$ cat src/hdl/dtw_pkg.sv
`timescale 1ns / 1ps
// ---------------------------------------------------------------------------
// dtw_pkg: shared definitions for the double-tap wake detector
// Widths, event/phase/status codes, register indexes and the structs that
// run between the control block, the register file and the divider.
// ---------------------------------------------------------------------------
package dtw_pkg;

   localparam int COORD_BITS = 12;
   localparam int TIME_BITS  = 32;
   localparam int MS_BITS    = 16;
   localparam int CSR_BITS   = (COORD_BITS > MS_BITS) ? COORD_BITS : MS_BITS;

   // percent = delta * 100 / range; 100 fits in 7 bits
   localparam int PCT_SCALE  = 100;
   localparam int DIV_BITS   = COORD_BITS + 7;
   localparam int CNT_BITS   = $clog2(DIV_BITS);

   // percentages are clamped to 31 before squaring; any value that large
   // already exceeds both limits
   localparam int PCT_BITS   = 5;
   localparam int PCT_MAX    = (1 << PCT_BITS) - 1;
   localparam int SQ_BITS    = 2 * PCT_BITS + 1;
   localparam int MOVE_LIMIT = 5;
   localparam int PAIR_LIMIT = 15;

   typedef logic [COORD_BITS-1:0] coord_type;
   typedef logic [TIME_BITS-1:0]  time_type;
   typedef logic [MS_BITS-1:0]    ms_type;
   typedef logic [CSR_BITS-1:0]   csr_data_type;
   typedef logic [2:0]            csr_index_type;
   typedef logic [2:0]            req_kind_type;
   typedef logic [2:0]            phase_type;
   typedef logic [3:0]            status_type;
   typedef logic [DIV_BITS-1:0]   dividend_type;
   typedef logic [PCT_BITS-1:0]   pct_type;

   // event kinds
   localparam req_kind_type REQ_POS        = 3'd0;
   localparam req_kind_type REQ_RELEASE    = 3'd1;
   localparam req_kind_type REQ_MULTI      = 3'd2;
   localparam req_kind_type REQ_INVALID    = 3'd3;
   localparam req_kind_type REQ_DISPLAY    = 3'd4;
   localparam req_kind_type REQ_DISCONNECT = 3'd5;

   // gesture phases
   localparam phase_type PH_IDLE    = 3'd0;
   localparam phase_type PH_FIRST   = 3'd1;
   localparam phase_type PH_WAIT    = 3'd2;
   localparam phase_type PH_SECOND  = 3'd3;
   localparam phase_type PH_BLOCKED = 3'd4;

   // status codes
   localparam status_type STS_NONE     = 4'd0;
   localparam status_type STS_FIRST_OK = 4'd1;
   localparam status_type STS_DISABLED = 4'd2;
   localparam status_type STS_DISP_ON  = 4'd3;
   localparam status_type STS_MOVE     = 4'd4;
   localparam status_type STS_DIST     = 4'd5;
   localparam status_type STS_SHORT    = 4'd6;
   localparam status_type STS_TIMEOUT  = 4'd7;
   localparam status_type STS_MULTI    = 4'd8;
   localparam status_type STS_INVALID  = 4'd9;
   localparam status_type STS_LONG     = 4'd10;

   // register indexes
   localparam csr_index_type REG_ENABLE  = 3'd0;
   localparam csr_index_type REG_X_LO    = 3'd1;
   localparam csr_index_type REG_X_HI    = 3'd2;
   localparam csr_index_type REG_Y_LO    = 3'd3;
   localparam csr_index_type REG_Y_HI    = 3'd4;
   localparam csr_index_type REG_MAX_TAP = 3'd5;
   localparam csr_index_type REG_MIN_GAP = 3'd6;
   localparam csr_index_type REG_MAX_GAP = 3'd7;

   typedef struct packed {
      logic      enable;
      coord_type x_lo;
      coord_type x_hi;
      coord_type y_lo;
      coord_type y_hi;
      ms_type    max_tap;
      ms_type    min_gap;
      ms_type    max_gap;
   } cfg_type;

   typedef struct packed {
      logic         start;
      dividend_type dividend;
      coord_type    divisor;
   } div_req_type;

   typedef struct packed {
      logic         done;
      dividend_type quotient;
   } div_rsp_type;

endpackage

$ cat src/hdl/dtw_div.sv
`timescale 1ns / 1ps
// ---------------------------------------------------------------------------
// dtw_div: shared restoring divider
// One quotient bit per cycle. A zero divisor returns a zero quotient.
// ---------------------------------------------------------------------------
module dtw_div (
   input  logic                 clock,
   input  logic                 reset,
   input  dtw_pkg::div_req_type div_req,
   output dtw_pkg::div_rsp_type div_rsp
);
   import dtw_pkg::*;

   logic                busy_ff;
   logic                done_ff;
   logic [CNT_BITS-1:0] cnt_ff;
   coord_type           rem_ff, rem_in;
   dividend_type        quo_ff, quo_in;
   coord_type           divisor_ff;
   logic [COORD_BITS:0] trial;

   always_comb begin
      trial  = {rem_ff, quo_ff[DIV_BITS-1]};
      rem_in = rem_ff;
      quo_in = {quo_ff[DIV_BITS-2:0], 1'b0};
      if (trial >= {1'b0, divisor_ff}) begin
         rem_in = COORD_BITS'(trial - {1'b0, divisor_ff});
         quo_in = {quo_ff[DIV_BITS-2:0], 1'b1};
      end else begin
         rem_in = trial[COORD_BITS-1:0];
      end
   end

   always_ff @(posedge clock) begin
      if (reset) begin
         busy_ff <= 1'b0;
         done_ff <= 1'b0;
         cnt_ff  <= '0;
      end else begin
         done_ff <= 1'b0;
         if (div_req.start) begin
            busy_ff <= 1'b1;
            cnt_ff  <= '0;
         end else if (busy_ff) begin
            cnt_ff <= cnt_ff + 1'b1;
            if (cnt_ff == CNT_BITS'(DIV_BITS - 1)) begin
               busy_ff <= 1'b0;
               done_ff <= 1'b1;
            end
         end
      end
   end

   always_ff @(posedge clock) begin
      if (div_req.start) begin
         rem_ff     <= '0;
         quo_ff     <= div_req.dividend;
         divisor_ff <= div_req.divisor;
      end else if (busy_ff) begin
         rem_ff <= rem_in;
         quo_ff <= quo_in;
      end
   end

   assign div_rsp.done     = done_ff;
   assign div_rsp.quotient = (divisor_ff == '0) ? '0 : quo_ff;

endmodule

$ cat src/hdl/dtw_csr.sv
`timescale 1ns / 1ps
// ---------------------------------------------------------------------------
// dtw_csr: configuration registers
// Write-only register file; flags a write that flips the enable bit.
// ---------------------------------------------------------------------------
module dtw_csr (
   input  logic                   clock,
   input  logic                   reset,
   input  logic                   csr_we,
   input  dtw_pkg::csr_index_type csr_index,
   input  dtw_pkg::csr_data_type  csr_wdata,
   output dtw_pkg::cfg_type       cfg,
   output logic                   enable_flip
);
   import dtw_pkg::*;

   cfg_type cfg_ff;

   assign enable_flip = csr_we && (csr_index == REG_ENABLE) && (csr_wdata[0] != cfg_ff.enable);
   assign cfg         = cfg_ff;

   always_ff @(posedge clock) begin
      if (reset) begin
         cfg_ff.enable  <= 1'b1;
         cfg_ff.x_lo    <= '0;
         cfg_ff.x_hi    <= COORD_BITS'(4095);
         cfg_ff.y_lo    <= '0;
         cfg_ff.y_hi    <= COORD_BITS'(4095);
         cfg_ff.max_tap <= MS_BITS'(250);
         cfg_ff.min_gap <= MS_BITS'(50);
         cfg_ff.max_gap <= MS_BITS'(500);
      end else if (csr_we) begin
         unique case (csr_index)
            REG_ENABLE:  cfg_ff.enable  <= csr_wdata[0];
            REG_X_LO:    cfg_ff.x_lo    <= csr_wdata[COORD_BITS-1:0];
            REG_X_HI:    cfg_ff.x_hi    <= csr_wdata[COORD_BITS-1:0];
            REG_Y_LO:    cfg_ff.y_lo    <= csr_wdata[COORD_BITS-1:0];
            REG_Y_HI:    cfg_ff.y_hi    <= csr_wdata[COORD_BITS-1:0];
            REG_MAX_TAP: cfg_ff.max_tap <= csr_wdata[MS_BITS-1:0];
            REG_MIN_GAP: cfg_ff.min_gap <= csr_wdata[MS_BITS-1:0];
            REG_MAX_GAP: cfg_ff.max_gap <= csr_wdata[MS_BITS-1:0];
            default: ;
         endcase
      end
   end

endmodule

$ cat src/hdl/double_tap_wake_gesture_detector.sv
`timescale 1ns / 1ps
// ---------------------------------------------------------------------------
// double_tap_wake_gesture_detector: double-tap wake recognizer
// Gesture state machine with a sequencer around one shared divider.
// ---------------------------------------------------------------------------
// Every touch event gives exactly one result item (wake, phase, status).
// Events that need no distance check go from SQ_EVAL straight to SQ_OUT,
// which registers the result once the output register is free. A distance
// check (movement or pair distance) costs two percentage divisions, one per
// axis, on the shared one-bit-per-cycle divider; a position or release
// during the second tap may need both checks. The next event can be
// accepted as soon as the result is registered. Only one event is in work
// at a time; the divisions limit the rate unless a stalled result holds SQ_OUT.
// req_ready is high whenever no event is in work, also while a finished
// result waits in the output register.
// ---------------------------------------------------------------------------
module double_tap_wake_gesture_detector (
   input  logic                   clock,
   input  logic                   reset,
   input  logic                   req_valid,
   output logic                   req_ready,
   input  dtw_pkg::req_kind_type  req_type,
   input  dtw_pkg::coord_type     req_pos_x,
   input  dtw_pkg::coord_type     req_pos_y,
   input  dtw_pkg::time_type      req_now_ms,
   input  logic                   req_display_asleep,
   output logic                   rsp_valid,
   input  logic                   rsp_ready,
   output logic                   rsp_wake,
   output dtw_pkg::phase_type     rsp_fsm_state,
   output dtw_pkg::status_type    rsp_status,
   input  logic                   csr_we,
   input  dtw_pkg::csr_index_type csr_index,
   input  dtw_pkg::csr_data_type  csr_wdata
);
   import dtw_pkg::*;

   localparam logic [2:0] SQ_IDLE = 3'd0;
   localparam logic [2:0] SQ_EVAL = 3'd1;
   localparam logic [2:0] SQ_AXIS = 3'd2;
   localparam logic [2:0] SQ_DIV  = 3'd3;
   localparam logic [2:0] SQ_CMP  = 3'd4;
   localparam logic [2:0] SQ_OUT  = 3'd5;

   localparam logic CHK_MOVE = 1'b0;
   localparam logic CHK_PAIR = 1'b1;

   cfg_type     cfg;
   logic        enable_flip;
   div_req_type div_req;
   div_rsp_type div_rsp;

   logic [2:0]   sq_ff, sq_in;
   phase_type    phase_ff, phase_in;
   logic         screen_ff, screen_in;
   coord_type    press_x_ff, press_x_in, press_y_ff, press_y_in;
   coord_type    latest_x_ff, latest_x_in, latest_y_ff, latest_y_in;
   coord_type    first_x_ff, first_x_in, first_y_ff, first_y_in;
   time_type     press_time_ff, press_time_in, first_rel_ff, first_rel_in;

   req_kind_type in_kind_ff;
   coord_type    in_x_ff, in_y_ff;
   time_type     in_now_ff;
   logic         in_asleep_ff;

   coord_type    pt_x_ff, pt_x_in, pt_y_ff, pt_y_in;
   logic         chk_ff, chk_in;
   logic         axis_ff, axis_in;
   pct_type      px_ff, px_in, py_ff, py_in;
   logic         res_wake_ff, res_wake_in;
   status_type   res_status_ff, res_status_in;

   logic         rsp_valid_ff, rsp_valid_in;
   logic         rsp_wake_ff;
   phase_type    rsp_state_ff;
   status_type   rsp_status_ff;

   time_type     tap_len, gap;
   logic         too_long;
   coord_type    a_pt, b_pt, lo, hi, delta, range;
   pct_type      pct_sat;
   logic [SQ_BITS-1:0] sq_sum, lim_sq;
   logic         far;

   dtw_csr u_csr (
      .clock       (clock),
      .reset       (reset),
      .csr_we      (csr_we),
      .csr_index   (csr_index),
      .csr_wdata   (csr_wdata),
      .cfg         (cfg),
      .enable_flip (enable_flip)
   );

   dtw_div u_div (
      .clock   (clock),
      .reset   (reset),
      .div_req (div_req),
      .div_rsp (div_rsp)
   );

   function automatic status_type block_code(phase_type ph, status_type why);
      return (ph == PH_BLOCKED) ? STS_NONE : why;
   endfunction

   // timing checks on the latched event
   assign tap_len  = in_now_ff - press_time_ff - TIME_BITS'(cfg.max_tap);
   assign too_long = (tap_len != '0) && !tap_len[TIME_BITS-1];
   assign gap      = in_now_ff - first_rel_ff;

   // operands of the current axis division
   always_comb begin
      a_pt = axis_ff ? pt_y_ff : pt_x_ff;
      if (chk_ff == CHK_MOVE) begin
         b_pt = axis_ff ? press_y_ff : press_x_ff;
      end else begin
         b_pt = axis_ff ? first_y_ff : first_x_ff;
      end
      lo    = axis_ff ? cfg.y_lo : cfg.x_lo;
      hi    = axis_ff ? cfg.y_hi : cfg.x_hi;
      delta = (a_pt > b_pt) ? a_pt - b_pt : b_pt - a_pt;
      range = (hi > lo) ? hi - lo : lo - hi;
   end

   assign div_req.start    = (sq_ff == SQ_AXIS);
   assign div_req.dividend = DIV_BITS'(delta) * DIV_BITS'(PCT_SCALE);
   assign div_req.divisor  = range;

   assign pct_sat = (div_rsp.quotient > DIV_BITS'(PCT_MAX)) ? pct_type'(PCT_MAX)
                                                            : div_rsp.quotient[PCT_BITS-1:0];

   assign sq_sum = SQ_BITS'(px_ff) * SQ_BITS'(px_ff) + SQ_BITS'(py_ff) * SQ_BITS'(py_ff);
   assign lim_sq = (chk_ff == CHK_MOVE) ? SQ_BITS'(MOVE_LIMIT * MOVE_LIMIT)
                                        : SQ_BITS'(PAIR_LIMIT * PAIR_LIMIT);
   assign far    = sq_sum > lim_sq;

   always_comb begin
      sq_in         = sq_ff;
      phase_in      = phase_ff;
      screen_in     = screen_ff;
      press_x_in    = press_x_ff;
      press_y_in    = press_y_ff;
      latest_x_in   = latest_x_ff;
      latest_y_in   = latest_y_ff;
      first_x_in    = first_x_ff;
      first_y_in    = first_y_ff;
      press_time_in = press_time_ff;
      first_rel_in  = first_rel_ff;
      pt_x_in       = pt_x_ff;
      pt_y_in       = pt_y_ff;
      chk_in        = chk_ff;
      axis_in       = axis_ff;
      px_in         = px_ff;
      py_in         = py_ff;
      res_wake_in   = res_wake_ff;
      res_status_in = res_status_ff;
      rsp_valid_in  = rsp_valid_ff && !rsp_ready;

      unique case (sq_ff)
         SQ_IDLE: begin
            if (req_valid) begin
               sq_in = SQ_EVAL;
            end
         end

         SQ_EVAL: begin
            res_wake_in   = 1'b0;
            res_status_in = STS_NONE;
            axis_in       = 1'b0;
            sq_in         = SQ_OUT;
            case (in_kind_ff)
               REQ_POS: begin
                  if (!cfg.enable) begin
                     res_status_in = block_code(phase_ff, STS_DISABLED);
                     phase_in      = PH_BLOCKED;
                  end else if (!screen_ff) begin
                     res_status_in = block_code(phase_ff, STS_DISP_ON);
                     phase_in      = PH_BLOCKED;
                  end else if (phase_ff == PH_IDLE) begin
                     press_x_in    = in_x_ff;
                     press_y_in    = in_y_ff;
                     latest_x_in   = in_x_ff;
                     latest_y_in   = in_y_ff;
                     press_time_in = in_now_ff;
                     phase_in      = PH_FIRST;
                  end else if (phase_ff == PH_FIRST || phase_ff == PH_SECOND) begin
                     latest_x_in = in_x_ff;
                     latest_y_in = in_y_ff;
                     pt_x_in     = in_x_ff;
                     pt_y_in     = in_y_ff;
                     chk_in      = CHK_MOVE;
                     sq_in       = SQ_AXIS;
                  end else if (phase_ff == PH_WAIT) begin
                     if (gap < TIME_BITS'(cfg.min_gap)) begin
                        res_status_in = STS_SHORT;
                        phase_in      = PH_BLOCKED;
                     end else if (gap > TIME_BITS'(cfg.max_gap)) begin
                        res_status_in = STS_TIMEOUT;
                        phase_in      = PH_BLOCKED;
                     end else begin
                        pt_x_in = in_x_ff;
                        pt_y_in = in_y_ff;
                        chk_in  = CHK_PAIR;
                        sq_in   = SQ_AXIS;
                     end
                  end
               end
               REQ_RELEASE: begin
                  if (phase_ff == PH_FIRST) begin
                     if (too_long) begin
                        res_status_in = STS_LONG;
                        phase_in      = PH_IDLE;
                     end else begin
                        first_x_in    = latest_x_ff;
                        first_y_in    = latest_y_ff;
                        first_rel_in  = in_now_ff;
                        phase_in      = PH_WAIT;
                        res_status_in = STS_FIRST_OK;
                     end
                  end else if (phase_ff == PH_SECOND) begin
                     if (too_long) begin
                        res_status_in = STS_LONG;
                        phase_in      = PH_IDLE;
                     end else begin
                        pt_x_in = latest_x_ff;
                        pt_y_in = latest_y_ff;
                        chk_in  = CHK_MOVE;
                        sq_in   = SQ_AXIS;
                     end
                  end else if (phase_ff == PH_BLOCKED) begin
                     phase_in = PH_IDLE;
                  end
               end
               REQ_MULTI: begin
                  res_status_in = block_code(phase_ff, STS_MULTI);
                  phase_in      = PH_BLOCKED;
               end
               REQ_INVALID: begin
                  res_status_in = block_code(phase_ff, STS_INVALID);
                  phase_in      = PH_BLOCKED;
               end
               REQ_DISPLAY: begin
                  screen_in     = in_asleep_ff;
                  phase_in      = PH_IDLE;
                  res_status_in = in_asleep_ff ? STS_NONE : STS_DISP_ON;
               end
               REQ_DISCONNECT: begin
                  phase_in = PH_IDLE;
               end
               default: ;
            endcase
         end

         SQ_AXIS: begin
            sq_in = SQ_DIV;
         end

         SQ_DIV: begin
            if (div_rsp.done) begin
               if (!axis_ff) begin
                  px_in   = pct_sat;
                  axis_in = 1'b1;
                  sq_in   = SQ_AXIS;
               end else begin
                  py_in = pct_sat;
                  sq_in = SQ_CMP;
               end
            end
         end

         SQ_CMP: begin
            sq_in   = SQ_OUT;
            axis_in = 1'b0;
            if (in_kind_ff == REQ_POS) begin
               if (phase_ff == PH_WAIT) begin
                  if (far) begin
                     res_status_in = STS_DIST;
                     phase_in      = PH_BLOCKED;
                  end else begin
                     press_x_in    = in_x_ff;
                     press_y_in    = in_y_ff;
                     latest_x_in   = in_x_ff;
                     latest_y_in   = in_y_ff;
                     press_time_in = in_now_ff;
                     phase_in      = PH_SECOND;
                  end
               end else if (far) begin
                  res_status_in = (chk_ff == CHK_MOVE) ? STS_MOVE : STS_DIST;
                  phase_in      = PH_BLOCKED;
               end else if (chk_ff == CHK_MOVE && phase_ff == PH_SECOND) begin
                  chk_in = CHK_PAIR;
                  sq_in  = SQ_AXIS;
               end
            end else begin
               // release that ends the second tap
               if (far) begin
                  res_status_in = (chk_ff == CHK_MOVE) ? STS_MOVE : STS_DIST;
                  phase_in      = PH_IDLE;
               end else if (chk_ff == CHK_MOVE) begin
                  chk_in = CHK_PAIR;
                  sq_in  = SQ_AXIS;
               end else begin
                  res_wake_in = 1'b1;
                  phase_in    = PH_IDLE;
               end
            end
         end

         SQ_OUT: begin
            // hold until the output register is free
            if (!rsp_valid_ff || rsp_ready) begin
               rsp_valid_in = 1'b1;
               sq_in        = SQ_IDLE;
            end
         end

         default: begin
            sq_in = SQ_IDLE;
         end
      endcase

      if (enable_flip) begin
         phase_in = PH_IDLE;
      end
   end

   always_ff @(posedge clock) begin
      if (reset) begin
         sq_ff         <= SQ_IDLE;
         phase_ff      <= PH_IDLE;
         screen_ff     <= 1'b0;
         press_x_ff    <= '0;
         press_y_ff    <= '0;
         latest_x_ff   <= '0;
         latest_y_ff   <= '0;
         first_x_ff    <= '0;
         first_y_ff    <= '0;
         press_time_ff <= '0;
         first_rel_ff  <= '0;
         rsp_valid_ff  <= 1'b0;
      end else begin
         sq_ff         <= sq_in;
         phase_ff      <= phase_in;
         screen_ff     <= screen_in;
         press_x_ff    <= press_x_in;
         press_y_ff    <= press_y_in;
         latest_x_ff   <= latest_x_in;
         latest_y_ff   <= latest_y_in;
         first_x_ff    <= first_x_in;
         first_y_ff    <= first_y_in;
         press_time_ff <= press_time_in;
         first_rel_ff  <= first_rel_in;
         rsp_valid_ff  <= rsp_valid_in;
      end
   end

   // payload registers
   always_ff @(posedge clock) begin
      pt_x_ff       <= pt_x_in;
      pt_y_ff       <= pt_y_in;
      chk_ff        <= chk_in;
      axis_ff       <= axis_in;
      px_ff         <= px_in;
      py_ff         <= py_in;
      res_wake_ff   <= res_wake_in;
      res_status_ff <= res_status_in;
      if (req_valid && req_ready) begin
         in_kind_ff   <= req_type;
         in_x_ff      <= req_pos_x;
         in_y_ff      <= req_pos_y;
         in_now_ff    <= req_now_ms;
         in_asleep_ff <= req_display_asleep;
      end
      if (sq_ff == SQ_OUT && (!rsp_valid_ff || rsp_ready)) begin
         rsp_wake_ff   <= res_wake_ff;
         rsp_state_ff  <= phase_ff;
         rsp_status_ff <= res_status_ff;
      end
   end

   assign req_ready     = (sq_ff == SQ_IDLE);
   assign rsp_valid     = rsp_valid_ff;
   assign rsp_wake      = rsp_wake_ff;
   assign rsp_fsm_state = rsp_state_ff;
   assign rsp_status    = rsp_status_ff;

endmodule

$ cat config.mk
export PLATFORM = sky130hd
export DESIGN_NAME = double_tap_wake_gesture_detector
export DESIGN_NICKNAME = d
export VERILOG_FILES = /design/src/hdl/dtw_pkg.sv /design/src/hdl/dtw_div.sv /design/src/hdl/dtw_csr.sv /design/src/hdl/double_tap_wake_gesture_detector.sv
export SDC_FILE = /design/constraint.sdc
export NUM_CORES = 1
export LEC_CHECK = 0
export ABC_CLOCK_PERIOD_IN_PS = 6500
export BUFFER_PORTS_ARGS = -buffer_cell sky130_fd_sc_hd__buf_2
export CAP_MARGIN = 20
export CORE_UTILIZATION = 30
export CTS_BUF_LIST = sky130_fd_sc_hd__clkbuf_16
export DETAILED_ROUTE_END_ITERATION = 10
export GPL_TIMING_DRIVEN = 0
export SLEW_MARGIN = 20
export SYNTH_ARGS = -nofsm -noshare
export SYNTH_HDL_FRONTEND = slang
export SYNTH_SLANG_ARGS = --single-unit
$ cat constraint.sdc
create_clock -name clock -period 6.5 [get_ports clock]
set_input_delay 1.625 -clock clock [delete_from_list [all_inputs] [get_ports clock]]
set_output_delay 1.625 -clock clock [all_outputs]
set_load 0.05 [all_outputs]
==> results.yml <==
logic_synthesis:
  async_flop_share: 0
  synth_area_um2: 26600
  syn_area_per_cell_um2: 8.95
  synth_nets: 3348
  synthFlopType: "dfxtp_1"
  synth-edff-count: 138
  ys_seq_area_frac: 0.353
  synth-seq-cells: 400
  synth_warnings: 0
  synth.distinct_cells: 87
  postSynthCellCount: 2970
critical_path:
  cp.required_ns: 6.82
  r2r_setup_slack_ns: -0.11
  rr_startpoint: "chk_ff$_SDFFCE_PP1P_"
  r2r.worst_path.cells: 29
  startpoint_type: "register"
  cp_slowest_stage_delay_ns: 0.56
  critPathTopFamily: "compound AO/OA/AOI/OAI gates"
  cp-end-kind: "register"
  r2r_end: "u_div.quo_ff[18]$_DFFE_PP_"
  path_max_fanout: 5
  worstSetupPathType: "register to register"
  path_buf_inv: 3
  cp_slowest_cell: "mux4_2"
  crit_arrival_ns: 6.93
cells_and_area:
  multiInputGateArea_um2: 16400
  fill_cells: 8889
  antenna_cells: 0
  design_area_um2: 32000
  areaGrowthSynthToFinish_pct: 20.4
  drive_above_1_share: 0.157
  regArea_um2: 9390
  nets: 3548
timing:
  fmax_mhz: 151
  max-slew-margin-rel: 0.217
  finalSetupViolCount: 2
  min_period_ns: 6.61
  fin_ws_ns: -0.110
  fin_crit_sh: 1.02
  rsz0062_at_grt: "true"
  hold_viol_final: 0
  worst_pin_slew_ns: 1.17
  report.final.slew_viol_count: 0
  fin_tns_setup_ns: -0.168
  finClkSkew_ns: 0.0283
power_and_ir_drop:
  power.density_nw_per_um2: 285
  power.switching_mw: 3.22
  pwr-share-seq: 0.314
  switching_share: 0.353
  ir_worst_vdd_uv: 391
  p_clk_frac: 0.289
  p_int_mw: 5.91
  power_leakage_nw: 13.0
  p_comb_frac: 0.397
clocking:
  cts_buffer_depth: 3
  cts.sinks: 400
  root_buffer: "clkbuf_16"
  holdBufCountCts: 0
  numCtsBuffers: 46
  clk_pin_slew_ns: 0.06
  cts_tree: "yes"
  htreeDepth: 2
  clkLatencyLatePin_ns: 0.60
hold_path:
  hold_path.class: "register to register"
  min_to: "rsp_wake$_DFFE_PP_"
  whs_path_depth: 0
  worstHoldStart: "res_wake_ff$_DFFE_PP_"
global_route:
  grt_pass1_wl_mm: 115
  grtUsageTotal: 0.161
  grt_pass1_vias: 20700
  overflow: 0
  antenna_found_initial: 0
  grt_max_degree: 47
route:
  drt_iter0_drc: 1320
  dr_wl_met2_mm: 35.6
  ant_nets: 0
  num_vias: 21500
  highest_layer: "met4"
  wl_met3_mm: 3.13
  via_per_inst: 4.94
  wirelength_met1_mm: 34.7
  drc: 0
  dr.pass1.iters: 6
  wl_mm: 75.3
  wl_per_cell_um: 17.3
die:
  die_x_um: 300
  core_um2: 87300
  dieArea_um2: 89800
  start_util: 0.305
  num_rows: 108
  ios: 94
  die_h_um: 300
place:
  place.gp.congestion: 0.890
  hpwl_mm: 55.7
  io_buffers: 91
  place_area_um2: 28600
outcome:
  violations: "negative setup slack"
  status: "finished, violations left"
run:
  maxCapViolations: 0
==> stage by stage <==
step	setup WS [ns]	util	power, mW	instances	hold slack (ns)
after CTS	-0.151	0.353	8.95	4342	0.423
after floorplan	0.000682	-	5.13	2970	0.400
after global placement	-1.53	0.327	5.84	4216	0.407
final	-0.110	0.367	9.13	4363	0.421
after detailed placement	-1.32	0.327	5.86	4219	0.407
after global routing	-0.371	0.367	9.72	4363	0.431
==> layout by cell type, fill, tap and decap left out, types with 17 or more instances in the layout <==
cell type / n
nand3_1: 40
ha_1: 233
nor2_1: 131
o21ai_1: 18
nand2_4: 45
o21bai_1: 19
fa_1: 48
a211o_1: 31
a21o_1: 66
clkbuf_1: 88
o21ai_0: 87
mux2i_1: 143
xnor2_1: 47
edfxtp_1: 138
buf_12: 17
a31oi_1: 24
inv_1: 314
a21oi_1: 184
nor3_1: 34
nor2b_1: 54
nand2_2: 25
xor2_1: 39
mux2_2: 31
a21oi_2: 58
buf_4: 47
dfxtp_1: 262
clkbuf_16: 59
o21a_1: 22
nand4_1: 45
nand2_1: 301
buf_2: 103
nand2b_1: 142
and2_1: 20
==> routing by layer <==
metal | up-vias | track usage
met2 | 425 | 0.269
met1 | 10300 | 0.218
met5 | - | 0
met3 | 105 | 0.0194
met4 | 0 | 0.0458
li1 | 10700 | -
==> registers in the layout, summed over array words and instances (netlist names), 19 cells and up <==
register / flops
in_now_ff: 32
press_time_ff: 32
u_csr.cfg: 97
u_div.quo_ff: 19
first_rel_ff: 32
==> cell families after synthesis <==
kind of cell,count (synthesis),share of synthesized area
compound gates,632,0.151
xor+xnor,91,0.0300
fa+ha+maj,294,0.152
buf+inv,450,0.0673
flops,400,0.353
mux,192,0.0794
simple gates,911,0.167
==> what timing repair did <==
action / CTS / global route
setup buffers: 36 / 17
cloned: 4 / 8
pin swaps: 33 / 88
setup endpoints to repair: 93 / 89
gates resized for setup: 106 / 248
==> cells in the mapped netlist, types with 21 or more instances <==
cell,count,area share
a211o_1,31,0.010
a21o_1,66,0.019
a21oi_1,241,0.045
a31oi_1,24,0.0056
and2_1,21,0.0049
clkbuf_1,109,0.015
dfxtp_1,262,0.20
edfxtp_1,138,0.16
fa_1,50,0.038
ha_1,244,0.11
inv_1,309,0.044
mux2_2,31,0.013
mux2i_1,149,0.056
nand2_1,371,0.052
nand2b_1,142,0.033
nand3_1,41,0.0077
nand4_1,45,0.011
nor2_1,134,0.019
nor2b_1,56,0.013
nor3_1,36,0.0068
o21a_1,23,0.0065
o21ai_0,99,0.019
xnor2_1,51,0.017
xor2_1,40,0.013
==> power groups by stage <==
stage | sequential (mW) | combinational, mW | clock, mW
CTS | 2.85 | 3.40 | 2.70
global placement | 2.91 | 2.93 | 0
finish | 2.86 | 3.63 | 2.64
detailed placement | 2.90 | 2.96 | 0
floorplan | 2.85 | 2.28 | 0
global route | 2.88 | 4.05 | 2.79
==> worst max path at each step <==
stage | start | endpoint | depth (start not counted)
6_report | chk_ff$_SDFFCE_PP1P_ | u_div.quo_ff[18]$_DFFE_PP_ | 29
4_1_cts | chk_ff$_SDFFCE_PP1P_ | u_div.quo_ff[18]$_DFFE_PP_ | 29
2_1_floorplan | chk_ff$_SDFFCE_PP1P_ | u_div.quo_ff[18]$_DFFE_PP_ | 29
5_1_grt | chk_ff$_SDFFCE_PP1P_ | u_div.quo_ff[18]$_DFFE_PP_ | 29
3_5_place_dp | axis_ff$_DFFE_PP_ | u_div.quo_ff[18]$_DFFE_PP_ | 26
3_3_place_gp | in_now_ff[0]$_DFFE_PP_ | pt_x_ff[5]$_DFFE_PP_ | 17
==> cell type report <==
| class | instances | share of cell area |
|---|---|---|
| plain buffers | 133 | 0.0271 |
| clock buffers | 50 | 0.0391 |
| clock inverters | 36 | 0.00829 |
| inverters | 312 | 0.0366 |
| multi-input cells | 2120 | 0.512 |
| flip-flops and latches | 400 | 0.293 |
| well taps | 1155 | 0.0452 |
| repair buffers | 157 | 0.0382 |
(Power assumes the default switching activity.)
